[src/rtl/sync_length_xor_frame_parser_assert.svh]
// ---------------------------------------------------------------------------
// Assertion macros for the sync/length/XOR frame parser
// Concurrent checks compiled out for synthesis.
// ---------------------------------------------------------------------------
`ifndef SYNC_LENGTH_XOR_FRAME_PARSER_ASSERT_SVH
`define SYNC_LENGTH_XOR_FRAME_PARSER_ASSERT_SVH

`ifndef SYNTHESIS
`define SLXFP_ASSERT_CLK(label, clock, reset, prop, msg) \
  label: assert property (@(posedge clock) disable iff (reset) prop) else $error(msg);
`define SLXFP_ASSERT(label, prop, msg) \
  `SLXFP_ASSERT_CLK(label, clk, rst, prop, msg)
`else
`define SLXFP_ASSERT_CLK(label, clock, reset, prop, msg)
`define SLXFP_ASSERT(label, prop, msg)
`endif

`endif

[src/rtl/slxfp_pkg.sv]
// ---------------------------------------------------------------------------
// slxfp_pkg
// Shared types, codes and reset values of the frame parser.
// ---------------------------------------------------------------------------
package slxfp_pkg;

  localparam int unsigned AddrWidth = 4;
  localparam int unsigned DataWidth = 32;

  typedef enum logic [1:0] {
    REG_SYNC_FIRST  = 2'd0,
    REG_SYNC_SECOND = 2'd1,
    REG_MAX_LEN     = 2'd2
  } reg_idx_t;

  localparam logic [7:0]  SyncFirstReset  = 8'hA5;
  localparam logic [7:0]  SyncSecondReset = 8'h5A;
  localparam logic [15:0] MaxLenReset     = 16'd600;

  typedef enum logic [1:0] {
    KIND_PAYLOAD = 2'd0,
    KIND_GOOD    = 2'd1,
    KIND_ERROR   = 2'd2
  } kind_t;

  typedef enum logic {
    ERR_LENGTH = 1'b0,
    ERR_CHECK  = 1'b1
  } err_t;

  typedef struct packed {
    logic [7:0]  sync_first;
    logic [7:0]  sync_second;
    logic [15:0] max_len;
  } cfg_t;

  typedef struct packed {
    kind_t       kind;
    logic [7:0]  data_byte;
    logic [15:0] position;
    logic [7:0]  command;
    logic [15:0] frame_length;
    err_t        error_code;
  } result_t;

endpackage

[src/rtl/sync_length_xor_frame_parser.sv]
// ---------------------------------------------------------------------------
// sync_length_xor_frame_parser
// Deframes sync/command/length/payload/XOR-check frames from a byte stream.
// ---------------------------------------------------------------------------
// Takes one byte per cycle with no bubbles unless the result side stalls.
// Each byte passes through an input register, combinational state machine
// logic and a result register, loaded when its byte is processed. A stall on
// the result side holds the result register and then stalls the input once the
// input register is full. At most one result per byte: payload bytes with their
// index, and at the check byte a good-frame or checksum-error report; an
// oversized length reports an error right after the high length byte.
module sync_length_xor_frame_parser
  import slxfp_pkg::*;
(
  input  logic                 clk,
  input  logic                 rst,
  input  logic                 rx_valid,
  output logic                 rx_stall,
  input  logic [7:0]           rx_byte,
  output logic                 res_valid,
  input  logic                 res_stall,
  output logic [1:0]           kind,
  output logic [7:0]           data_byte,
  output logic [15:0]          position,
  output logic [7:0]           command,
  output logic [15:0]          frame_length,
  output logic                 error_code,
  input  logic                 psel,
  input  logic                 penable,
  input  logic                 pwrite,
  input  logic [AddrWidth-1:0] paddr,
  input  logic [DataWidth-1:0] pwdata,
  output logic [DataWidth-1:0] prdata,
  output logic                 pready
);

  cfg_t    cfg;
  result_t res;
  logic    res_hit;
  logic    adv;
  logic    out_free;

  slxfp_regs u_regs (
    .clk     (clk),
    .rst     (rst),
    .psel    (psel),
    .penable (penable),
    .pwrite  (pwrite),
    .paddr   (paddr),
    .pwdata  (pwdata),
    .prdata  (prdata),
    .pready  (pready),
    .cfg     (cfg)
  );

  slxfp_core u_core (
    .clk      (clk),
    .rst      (rst),
    .rx_valid (rx_valid),
    .rx_stall (rx_stall),
    .rx_byte  (rx_byte),
    .cfg      (cfg),
    .out_free (out_free),
    .adv      (adv),
    .res_hit  (res_hit),
    .res      (res)
  );

  slxfp_out u_out (
    .clk          (clk),
    .rst          (rst),
    .load         (adv & res_hit),
    .res          (res),
    .out_free     (out_free),
    .res_valid    (res_valid),
    .res_stall    (res_stall),
    .kind         (kind),
    .data_byte    (data_byte),
    .position     (position),
    .command      (command),
    .frame_length (frame_length),
    .error_code   (error_code)
  );

`include "sync_length_xor_frame_parser_assert.svh"

  `SLXFP_ASSERT(a_check_err_kind,
    res_valid && error_code == ERR_CHECK |-> kind == KIND_ERROR,
    "checksum error code on non-error result")
  `SLXFP_ASSERT(a_nonpayload_zero,
    res_valid && kind != KIND_PAYLOAD |-> data_byte == 8'd0 && position == 16'd0,
    "payload fields set on frame report")
  `SLXFP_ASSERT(a_rise_from_adv,
    $rose(res_valid) |-> $past(adv),
    "result appeared without a processed byte")

endmodule

[src/rtl/slxfp_regs.sv]
// ---------------------------------------------------------------------------
// slxfp_regs
// APB register file: sync bytes and maximum payload length.
// ---------------------------------------------------------------------------
module slxfp_regs
  import slxfp_pkg::*;
(
  input  logic                 clk,
  input  logic                 rst,
  input  logic                 psel,
  input  logic                 penable,
  input  logic                 pwrite,
  input  logic [AddrWidth-1:0] paddr,
  input  logic [DataWidth-1:0] pwdata,
  output logic [DataWidth-1:0] prdata,
  output logic                 pready,
  output cfg_t                 cfg
);

  logic     wr_en;
  reg_idx_t idx;

  assign pready = 1'b1;
  assign wr_en  = psel & penable & pwrite;
  assign idx    = reg_idx_t'(paddr[AddrWidth-1:2]);

  always_ff @(posedge clk) begin
    if (rst) begin
      cfg.sync_first  <= SyncFirstReset;
      cfg.sync_second <= SyncSecondReset;
      cfg.max_len     <= MaxLenReset;
    end else if (wr_en) begin
      case (idx)
        REG_SYNC_FIRST:  cfg.sync_first  <= pwdata[7:0];
        REG_SYNC_SECOND: cfg.sync_second <= pwdata[7:0];
        REG_MAX_LEN:     cfg.max_len     <= pwdata[15:0];
        default: ;
      endcase
    end
  end

  always_comb begin
    case (idx)
      REG_SYNC_FIRST:  prdata = {24'd0, cfg.sync_first};
      REG_SYNC_SECOND: prdata = {24'd0, cfg.sync_second};
      REG_MAX_LEN:     prdata = {16'd0, cfg.max_len};
      default:         prdata = '0;
    endcase
  end

endmodule

[src/rtl/slxfp_core.sv]
// ---------------------------------------------------------------------------
// slxfp_core
// Input byte register and frame state machine; one byte per cycle unless the result register stalls.
// ---------------------------------------------------------------------------
module slxfp_core
  import slxfp_pkg::*;
(
  input  logic       clk,
  input  logic       rst,
  input  logic       rx_valid,
  output logic       rx_stall,
  input  logic [7:0] rx_byte,
  input  cfg_t       cfg,
  input  logic       out_free,
  output logic       adv,
  output logic       res_hit,
  output result_t    res
);

  typedef enum logic [2:0] {
    PH_SYNC1   = 3'd0,
    PH_SYNC2   = 3'd1,
    PH_CMD     = 3'd2,
    PH_LENLO   = 3'd3,
    PH_LENHI   = 3'd4,
    PH_PAYLOAD = 3'd5,
    PH_CHECK   = 3'd6
  } phase_t;

  logic        byte_valid;
  logic [7:0]  byte_q;
  phase_t      phase, phase_next;
  logic [7:0]  held_command, held_command_next;
  logic [15:0] held_length, held_length_next;
  logic [15:0] byte_position, byte_position_next;
  logic [7:0]  running_check, running_check_next;
  logic [15:0] len_full;
  logic [15:0] pos_inc;

  assign adv      = byte_valid & out_free;
  assign rx_stall = byte_valid & ~out_free;
  assign len_full = {byte_q, held_length[7:0]};
  assign pos_inc  = byte_position + 16'd1;

  always_comb begin
    phase_next         = phase;
    held_command_next  = held_command;
    held_length_next   = held_length;
    byte_position_next = byte_position;
    running_check_next = running_check;
    res_hit            = 1'b0;
    res.kind           = KIND_PAYLOAD;
    res.data_byte      = 8'd0;
    res.position       = 16'd0;
    res.command        = held_command;
    res.frame_length   = held_length;
    res.error_code     = ERR_LENGTH;
    case (phase)
      PH_SYNC1: begin
        if (byte_q == cfg.sync_first) phase_next = PH_SYNC2;
      end
      PH_SYNC2: begin
        phase_next = (byte_q == cfg.sync_second) ? PH_CMD : PH_SYNC1;
      end
      PH_CMD: begin
        held_command_next  = byte_q;
        running_check_next = byte_q;
        phase_next         = PH_LENLO;
      end
      PH_LENLO: begin
        held_length_next   = {8'd0, byte_q};
        running_check_next = running_check ^ byte_q;
        phase_next         = PH_LENHI;
      end
      PH_LENHI: begin
        held_length_next   = len_full;
        running_check_next = running_check ^ byte_q;
        res.frame_length   = len_full;
        byte_position_next = 16'd0;
        if (len_full > cfg.max_len) begin
          res_hit    = 1'b1;
          res.kind   = KIND_ERROR;
          phase_next = PH_SYNC1;
        end else begin
          phase_next = (len_full == 16'd0) ? PH_CHECK : PH_PAYLOAD;
        end
      end
      PH_PAYLOAD: begin
        res_hit            = 1'b1;
        res.data_byte      = byte_q;
        res.position       = byte_position;
        running_check_next = running_check ^ byte_q;
        byte_position_next = pos_inc;
        if (pos_inc >= held_length) phase_next = PH_CHECK;
      end
      PH_CHECK: begin
        res_hit = 1'b1;
        if (byte_q == running_check) begin
          res.kind = KIND_GOOD;
        end else begin
          res.kind       = KIND_ERROR;
          res.error_code = ERR_CHECK;
        end
        phase_next = PH_SYNC1;
      end
      default: begin
        phase_next = PH_SYNC1;
      end
    endcase
  end

  always_ff @(posedge clk) begin
    if (rst) begin
      byte_valid <= 1'b0;
      phase      <= PH_SYNC1;
    end else begin
      if (rx_valid && !rx_stall) begin
        byte_valid <= 1'b1;
      end else if (adv) begin
        byte_valid <= 1'b0;
      end
      if (adv) phase <= phase_next;
    end
  end

  always_ff @(posedge clk) begin
    if (rx_valid && !rx_stall) byte_q <= rx_byte;
    if (adv) begin
      held_command  <= held_command_next;
      held_length   <= held_length_next;
      byte_position <= byte_position_next;
      running_check <= running_check_next;
    end
  end

endmodule

[src/rtl/slxfp_out.sv]
// ---------------------------------------------------------------------------
// slxfp_out
// Result register between the state machine and the result channel.
// ---------------------------------------------------------------------------
module slxfp_out
  import slxfp_pkg::*;
(
  input  logic        clk,
  input  logic        rst,
  input  logic        load,
  input  result_t     res,
  output logic        out_free,
  output logic        res_valid,
  input  logic        res_stall,
  output logic [1:0]  kind,
  output logic [7:0]  data_byte,
  output logic [15:0] position,
  output logic [7:0]  command,
  output logic [15:0] frame_length,
  output logic        error_code
);

  result_t held;

  assign out_free     = ~res_valid | ~res_stall;
  assign kind         = held.kind;
  assign data_byte    = held.data_byte;
  assign position     = held.position;
  assign command      = held.command;
  assign frame_length = held.frame_length;
  assign error_code   = held.error_code;

  always_ff @(posedge clk) begin
    if (rst) begin
      res_valid <= 1'b0;
    end else if (load) begin
      res_valid <= 1'b1;
    end else if (!res_stall) begin
      res_valid <= 1'b0;
    end
  end

  always_ff @(posedge clk) begin
    if (load) held <= res;
  end

endmodule
[config.mk]
export PLATFORM = sky130hd
export DESIGN_NAME = sync_length_xor_frame_parser
export DESIGN_NICKNAME = d
export VERILOG_FILES = /design/src/rtl/slxfp_pkg.sv /design/src/rtl/sync_length_xor_frame_parser.sv /design/src/rtl/slxfp_regs.sv /design/src/rtl/slxfp_core.sv /design/src/rtl/slxfp_out.sv
export VERILOG_INCLUDE_DIRS = /design/src /design/src/rtl
export SDC_FILE = /design/constraint.sdc
export NUM_CORES = 1
export LEC_CHECK = 0
export ABC_CLOCK_PERIOD_IN_PS = 3100
export BUFFER_PORTS_ARGS = -buffer_cell sky130_fd_sc_hd__buf_2
export CAP_MARGIN = 20
export CORE_MARGIN = 5
export CORE_UTILIZATION = 50
export CTS_CLUSTER_DIAMETER = 60
export CTS_CLUSTER_SIZE = 12
export DETAILED_ROUTE_END_ITERATION = 8
export GPL_TIMING_DRIVEN = 0
export MAX_ROUTING_LAYER = met4
export PLACE_DENSITY = 0.87
export SLEW_MARGIN = 20
export SYNTH_ARGS = -nofsm -noshare
export SYNTH_HDL_FRONTEND = slang
export SYNTH_SLANG_ARGS = --single-unit
[constraint.sdc]
create_clock -name clk -period 3.1 [get_ports clk]
set_input_delay 0.31 -clock clk [delete_from_list [all_inputs] [get_ports clk]]
set_output_delay 0.31 -clock clk [all_outputs]
set_load 0.02 [all_outputs]
# [Word-level counts from Yosys, hierarchy flattened]
# Cells that the tools add are included.
[word_totals] ramBits=0 n_memories=0 rom_bits=0 inputBits=51 latch_bits=0 register_bits=144 word_cells=87
[op_classes] addsub=1 shifts=0 eq_ne=14 n_div=0 n_reduce_logical=20 mul=0 magnitude_cmp=2 n_mux=21 bitwise=11
[ops] operator="16-bit one-hot mux with 2 select lines" n=2
[ops] operator="16-bit one-hot mux with 3 select lines" n=1
[ops] operator="8-bit equality test" n=3
[ops] operator="3-bit one-hot mux with 6 select lines" n=1
[ops] operator="16-bit by 1-bit adder with 16-bit output, second input constant" n=1
[ops] operator="16-bit greater-or-equal comparator" n=1
[ops] operator="16-bit > comparator" n=1
[ops] operator="16-bit logical NOT" n=1
[ops] operator="16-bit two-way mux" n=1
[ops] operator="8-bit one-hot mux with 2 select lines" n=1
[ops] operator="2-bit AND reduction" n=7
[ops] operator="3-bit equality test, second input constant" n=3
[ops] operator="3-bit two-way mux" n=3
[ops] operator="2-bit two-way mux" n=4
[ops] operator="2-bit nonzero test" n=4
[ops] operator="8-bit XOR" n=1
[ops] operator="3-bit by 2-bit equality test with 1-bit output, second input constant" n=2
[ops] operator="1-bit two-way mux" n=6
[ops] operator="2-bit by 1-bit inequality test with 1-bit output, second input constant" n=3
[ops] operator="3-bit AND reduction" n=2
[ops] operator="1-bit bitwise AND" n=5
[ops] operator="1-bit NOT" n=4
[ops] operator="2-bit one-hot mux with 2 select lines" n=1
[ops] operator="3-bit by 1-bit equality test with 1-bit output, second input constant" n=1
[ops] operator="other kinds (10)" n=10

# [Longest topological paths before layout]
[logic_depth] depth_word=7 mapped_depth=12

# [Cells and area by module]
# From an unflattened synthesis, not the netlist that was laid out.
[hier_totals] cells_unflattened=647 area_unflattened_um2=7308.3
[modules_own_cells] mod="slxfp_core" area_per_inst_um2=4006.3 cells_each=402 instances=1
[modules_own_cells] mod="slxfp_regs" area_per_inst_um2=1731.7 cells_each=189 instances=1
[modules_own_cells] mod="slxfp_out" area_per_inst_um2=1564.0 cells_each=55 instances=1
[modules_own_cells] mod="sync_length_xor_frame_parser" area_per_inst_um2=6.3 cells_each=1 instances=1

# [Worst setup path before layout]
# No wires, ideal clock.
[synth_path] path_type="register -> register" from="register u_core.byte_q[6]" to="register u_out.held (netlist bit u_out.command[0]), enable pin" arrival_time_ns=2.974 required_ns=2.687 synth_period_minus_slack_ns=3.387 slack_ns=-0.287 stages_incl_launch_ff=8 path_buffers=0 path_cell_list="edfxtp_1 -> ha_1 -> nand4_1 -> or3_4 -> a211oi_1 -> o41a_2 -> or2_2 -> o2111a_1"
[synth_between] elab_chain_len=4
[synth_lines] item="start: declaration" line="slxfp_core.sv:31" text="logic [7:0] byte_q;"
[synth_lines] item="start signal: assignment" line="slxfp_core.sv:127" text="if (rx_valid && !rx_stall) byte_q <= rx_byte;"
[synth_lines] item="16-bit > comparator" line="slxfp_core.sv:80" text="if (len_full > cfg.max_len) begin"
[synth_lines] item="1-bit two-way mux" line="slxfp_core.sv:80"
[synth_lines] item="1-bit one-hot mux with 2 select lines" line="slxfp_core.sv:58" text="case (phase)"
[synth_lines] item="1-bit bitwise AND" line="sync_length_xor_frame_parser.sv:72" text=".load (adv & res_hit),"
[synth_lines] item="via u_out.load" line="slxfp_out.sv:10" text="input logic load,"
[synth_lines] item="end signal: assignment" line="slxfp_out.sv:44" text="if (load) held <= res;"
[synth_lines] item="end: declaration" line="slxfp_out.sv:23" text="result_t held;"
# The timed path passes the listed nets, and every way through them passes these cells.
# A chain may end at the register's enable or synchronous reset.

# [Final worst setup path]
[layout_path] from="register u_core.byte_q[6]" to="register u_out.held (netlist bit u_out.data_byte[1]), enable pin"
# Same word-level chain as after synthesis.

==> impl_metrics.py <==
metrics = {
    "floorplan": {
        "die_h_microns": 128.1,
        "design.core.area_sq_um": 13770,
        "initial_utilization": 0.5062,
        "fp.dieW_microns": 128.1,
        "io_pins": 137,
        "core.rowCount": 43,
        "dieArea_sq_um": 16400,
    },
    "logic_synthesis": {
        "yosysSeqAreaShare": 0.5671,
        "netlist_area_sq_um": 6972,
        "synthMuxAreaShare": 0.01723,
        "postSynth.asyncResetShare": 0,
        "synth_cells": 622,
        "synth_top_area_cell": "edfxtp_1",
        "yosys.area_share.simple": 0.1700,
        "synth.avg_cell_area_sq_um": 11.21,
        "synthFlopType": "edfxtp_1",
        "synth_top_family_by_area": "simple AND/OR/NAND/NOR gates",
        "synth_adder_area_share": 0.05922,
        "synth_compound_area_frac": 0.07520,
        "ys.warnings.count": 0,
        "synthXorXnorAreaFrac": 0.05905,
        "synth.distinct_cells": 42,
        "yosysTopAreaCellShare": 0.4609,
        "synth-edff-count": 107,
        "synth_seq_cells": 144,
        "ys_top_cells_by_area": "edfxtp_1, dfxtp_1, ha_1",
    },
    "final_layout": {
        "layout_common_cells": "edfxtp_1, buf_2, nand2_1",
        "area_growth_pct": 22.47,
        "final_common_cell": "edfxtp_1",
        "fin_util": 0.6199,
        "num-nets-final": 847,
        "drive_gt1_frac": 0.2229,
        "filler_cell_count": 1062,
        "antennaDiodeCount": 0,
        "post-route-cell-area_sq_um": 8538,
    },
    "grt": {
        "grt_overflow": 0,
        "first_global_vias": 5114,
        "grt_max_degree": 27,
        "antenna_found_initial": 0,
        "grt_use_total": 0.2071,
        "grt_pass1_wl_microns": 25550,
    },
    "sta": {
        "tightest_slew_ns": 1.107,
        "fin_skew_ns": 0.007203,
        "tns_ns": 0,
        "drv_slew": 0,
        "min_period_over_period": 0.9800,
        "setup_violations": 0,
        "layout_min_cycle_time_ns": 3.038,
        "fmax_mhz": 329.2,
        "hold-worst-slack_ns": 0.06617,
        "max_slew_margin": 0.2601,
        "final-hold-violation-count": 0,
    },
    "critical_path": {
        "worstRegToRegCells": 7,
        "r2r_slack_ns": 0.06,
        "path_cells": "ha_4 > nand4_1 > or3_4 > a211oi_1 > o41a_2 > or2_4 > o2111a_2",
        "cp_slowest_cell": "o2111a_2",
        "rr_endpoint": "u_out.data_byte[1]$_SDFFCE_PN0P_",
        "path_max_fanout": 26,
        "cp-start-kind": "register",
        "worstPathRequired_ns": 3.15,
        "crit_path_end_kind": "register",
        "r2r_start": "u_core.byte_q[6]$_DFFE_PP_",
        "critical_path_class": "register to register",
        "cp_slowest_stage_delay_ns": 0.64,
        "cp.arrival_ns": 3.09,
    },
    "placement": {
        "placed_area_sq_um": 7757,
        "gp_congestion": 0.9208,
        "portBuffers": 100,
        "dp_hpwl_microns": 11220,
    },
    "worst_hold_path": {
        "holdPathEnd": "u_core.byte_q[1]$_DFFE_PP_",
        "holdPathStages": 1,
        "worstHoldStart": "rx_byte[1]",
        "hold_class": "input port to register",
    },
    "power_and_ir_drop": {
        "p_leak_nw": 3.181,
        "power_mw": 4.401,
        "peakVddDrop_uv": 325.9,
        "powerDensity_nw_per_um2": 515.4,
    },
    "clocking": {
        "clock_latency_ns": 0.42,
        "clockBufferDepth": 2,
        "cts_buffers": 17,
        "cts.clk_slew.worst_paths_ns": 0.06,
        "cts_hold_buf": 0,
        "cts_tree": "done",
        "cts_max_level": 4,
        "clock_sinks": 144,
        "ctsRootBufferMaster": "clkbuf_16",
    },
    "routing": {
        "drc": 0,
        "vias": 5154,
        "drt-initial-drc-count": 373,
        "postRouteAntennaNets": 0,
        "via_per_inst": 5.391,
        "wire_per_inst_microns": 17.56,
        "dr.pass1.iters": 5,
        "routed_wl_microns": 16790,
    },
    "run": {
        "drv_cap": 0,
    },
    "outcome": {
        "status": "finished clean",
    },
}
[repair_timing]
item / 4_1_cts / 5_1_grt
setup buffers: 0 / 6
endpoints found under the setup margin: 53 / 53
resized for setup: 7 / 11
gates cloned: 1 / 0
pin swaps: 1 / 3
[power breakdown]
part / switching [mW] / total [mW] / leakage [nW] / internal (mW)
sequential: 0.0141 / 2.08 / 1.19 / 2.06
combinational: 0.133 / 0.218 / 1.70 / 0.0846
clock: 0.823 / 2.10 / 0.295 / 1.28
[synth_stat cells (3+ instances only)]
| master | count |
|---|---|
| edfxtp_1 | 107 |
| nand2_1 | 66 |
| and2_1 | 63 |
| dfxtp_1 | 37 |
| ha_1 | 33 |
| inv_1 | 32 |
| a21oi_1 | 29 |
| clkbuf_1 | 29 |
| xnor2_1 | 28 |
| nor2_1 | 21 |
| xor2_1 | 19 |
| nand3_1 | 18 |
| buf_4 | 17 |
| mux2i_1 | 12 |
| a21o_1 | 10 |
| and3_1 | 10 |
| nand4_1 | 10 |
| nor2b_1 | 10 |
| o21ai_0 | 10 |
| a211o_1 | 8 |
| nor4_1 | 8 |
| a211oi_1 | 5 |
| nand3b_1 | 5 |
| nor3_1 | 4 |
| nand2b_1 | 3 |
| o211ai_1 | 3 |
[sequential cells by signal (all words and copies together) (netlist names)]
register and count:
u_core.phase 3, u_out.position 16, u_regs.cfg 32, u_core.held_command 8, u_out.frame_length 16, u_out.kind 2
u_out.error_code 1, u_out.res_valid 1, u_core.byte_position 16, u_core.byte_q 8, u_core.byte_valid 1, u_core.running_check 8
u_out.data_byte 8, u_out.command 8, u_core.held_length 16
[critical path, delay by kind of cell (launching register included)]
kind            cells  cell delay [ns]
compound gates      3             1.13
simple gates        3             0.71
fa+ha+maj           1             0.33
flops               1             0.48
[worst max path at each step]
stage | start | end | cells past startpoint
3_5_place_dp | u_core.byte_q[6]$_DFFE_PP_ | u_out.frame_length[10]$_DFFE_PP_ | 7
6_report | u_core.byte_q[6]$_DFFE_PP_ | u_out.data_byte[1]$_SDFFCE_PN0P_ | 7
4_1_cts | u_core.byte_position[2]$_SDFFCE_PN0P_ | u_core.phase[0]$_SDFFE_PP0P_ | 11
2_1_floorplan | u_core.byte_q[6]$_DFFE_PP_ | u_out.command[0]$_DFFE_PP_ | 7
5_1_grt | u_core.byte_position[2]$_SDFFCE_PN0P_ | u_core.phase[1]$_SDFFE_PP0P_ | 12
3_3_place_gp | u_core.byte_q[5]$_DFFE_PP_ | u_out.position[4]$_SDFFCE_PN0P_ | 7
[cell type report]
cell class	instances	area, sq um	share of cell area
clock inverters	14	182.7	0.02140
flip-flops and latches	144	3954	0.4631
well taps	180	225.2	0.02638
plain buffers	46	236.5	0.02770
inverters	32	120.1	0.01407
clock buffers	18	429.2	0.05026
repair buffers	106	545.5	0.06389
multi-input cells	416	2845	0.3332
[kinds of logic after synthesis]
| group | after synthesis |
|---|---|
| compound gates | 80 |
| xor+xnor | 47 |
| fa+ha+maj | 33 |
| buf+inv | 78 |
| flops | 144 |
| mux | 12 |
| other cells | 2 |
| simple gates | 226 |
[routing by layer]
| metal | part of all wire | GRT usage |
|---|---|---|
| met1 | 0.42 | 0.2583 |
| met2 | 0.49 | 0.3367 |
| met3 | 0.077 | 0.04208 |
| met4 | 0.020 | 0.07366 |
| met5 | 0 | - |
[metrics by stage]
step	std cells	worst slack, ns
3_3_place_gp	917	-0.1977
5_1_grt	956	-0.04126
6_report	956	0.06215
4_1_cts	950	0.01114
3_5_place_dp	917	-0.2955
2_1_floorplan	637	0.1935
No activity file was read; power rests on OpenSTA's default activity.
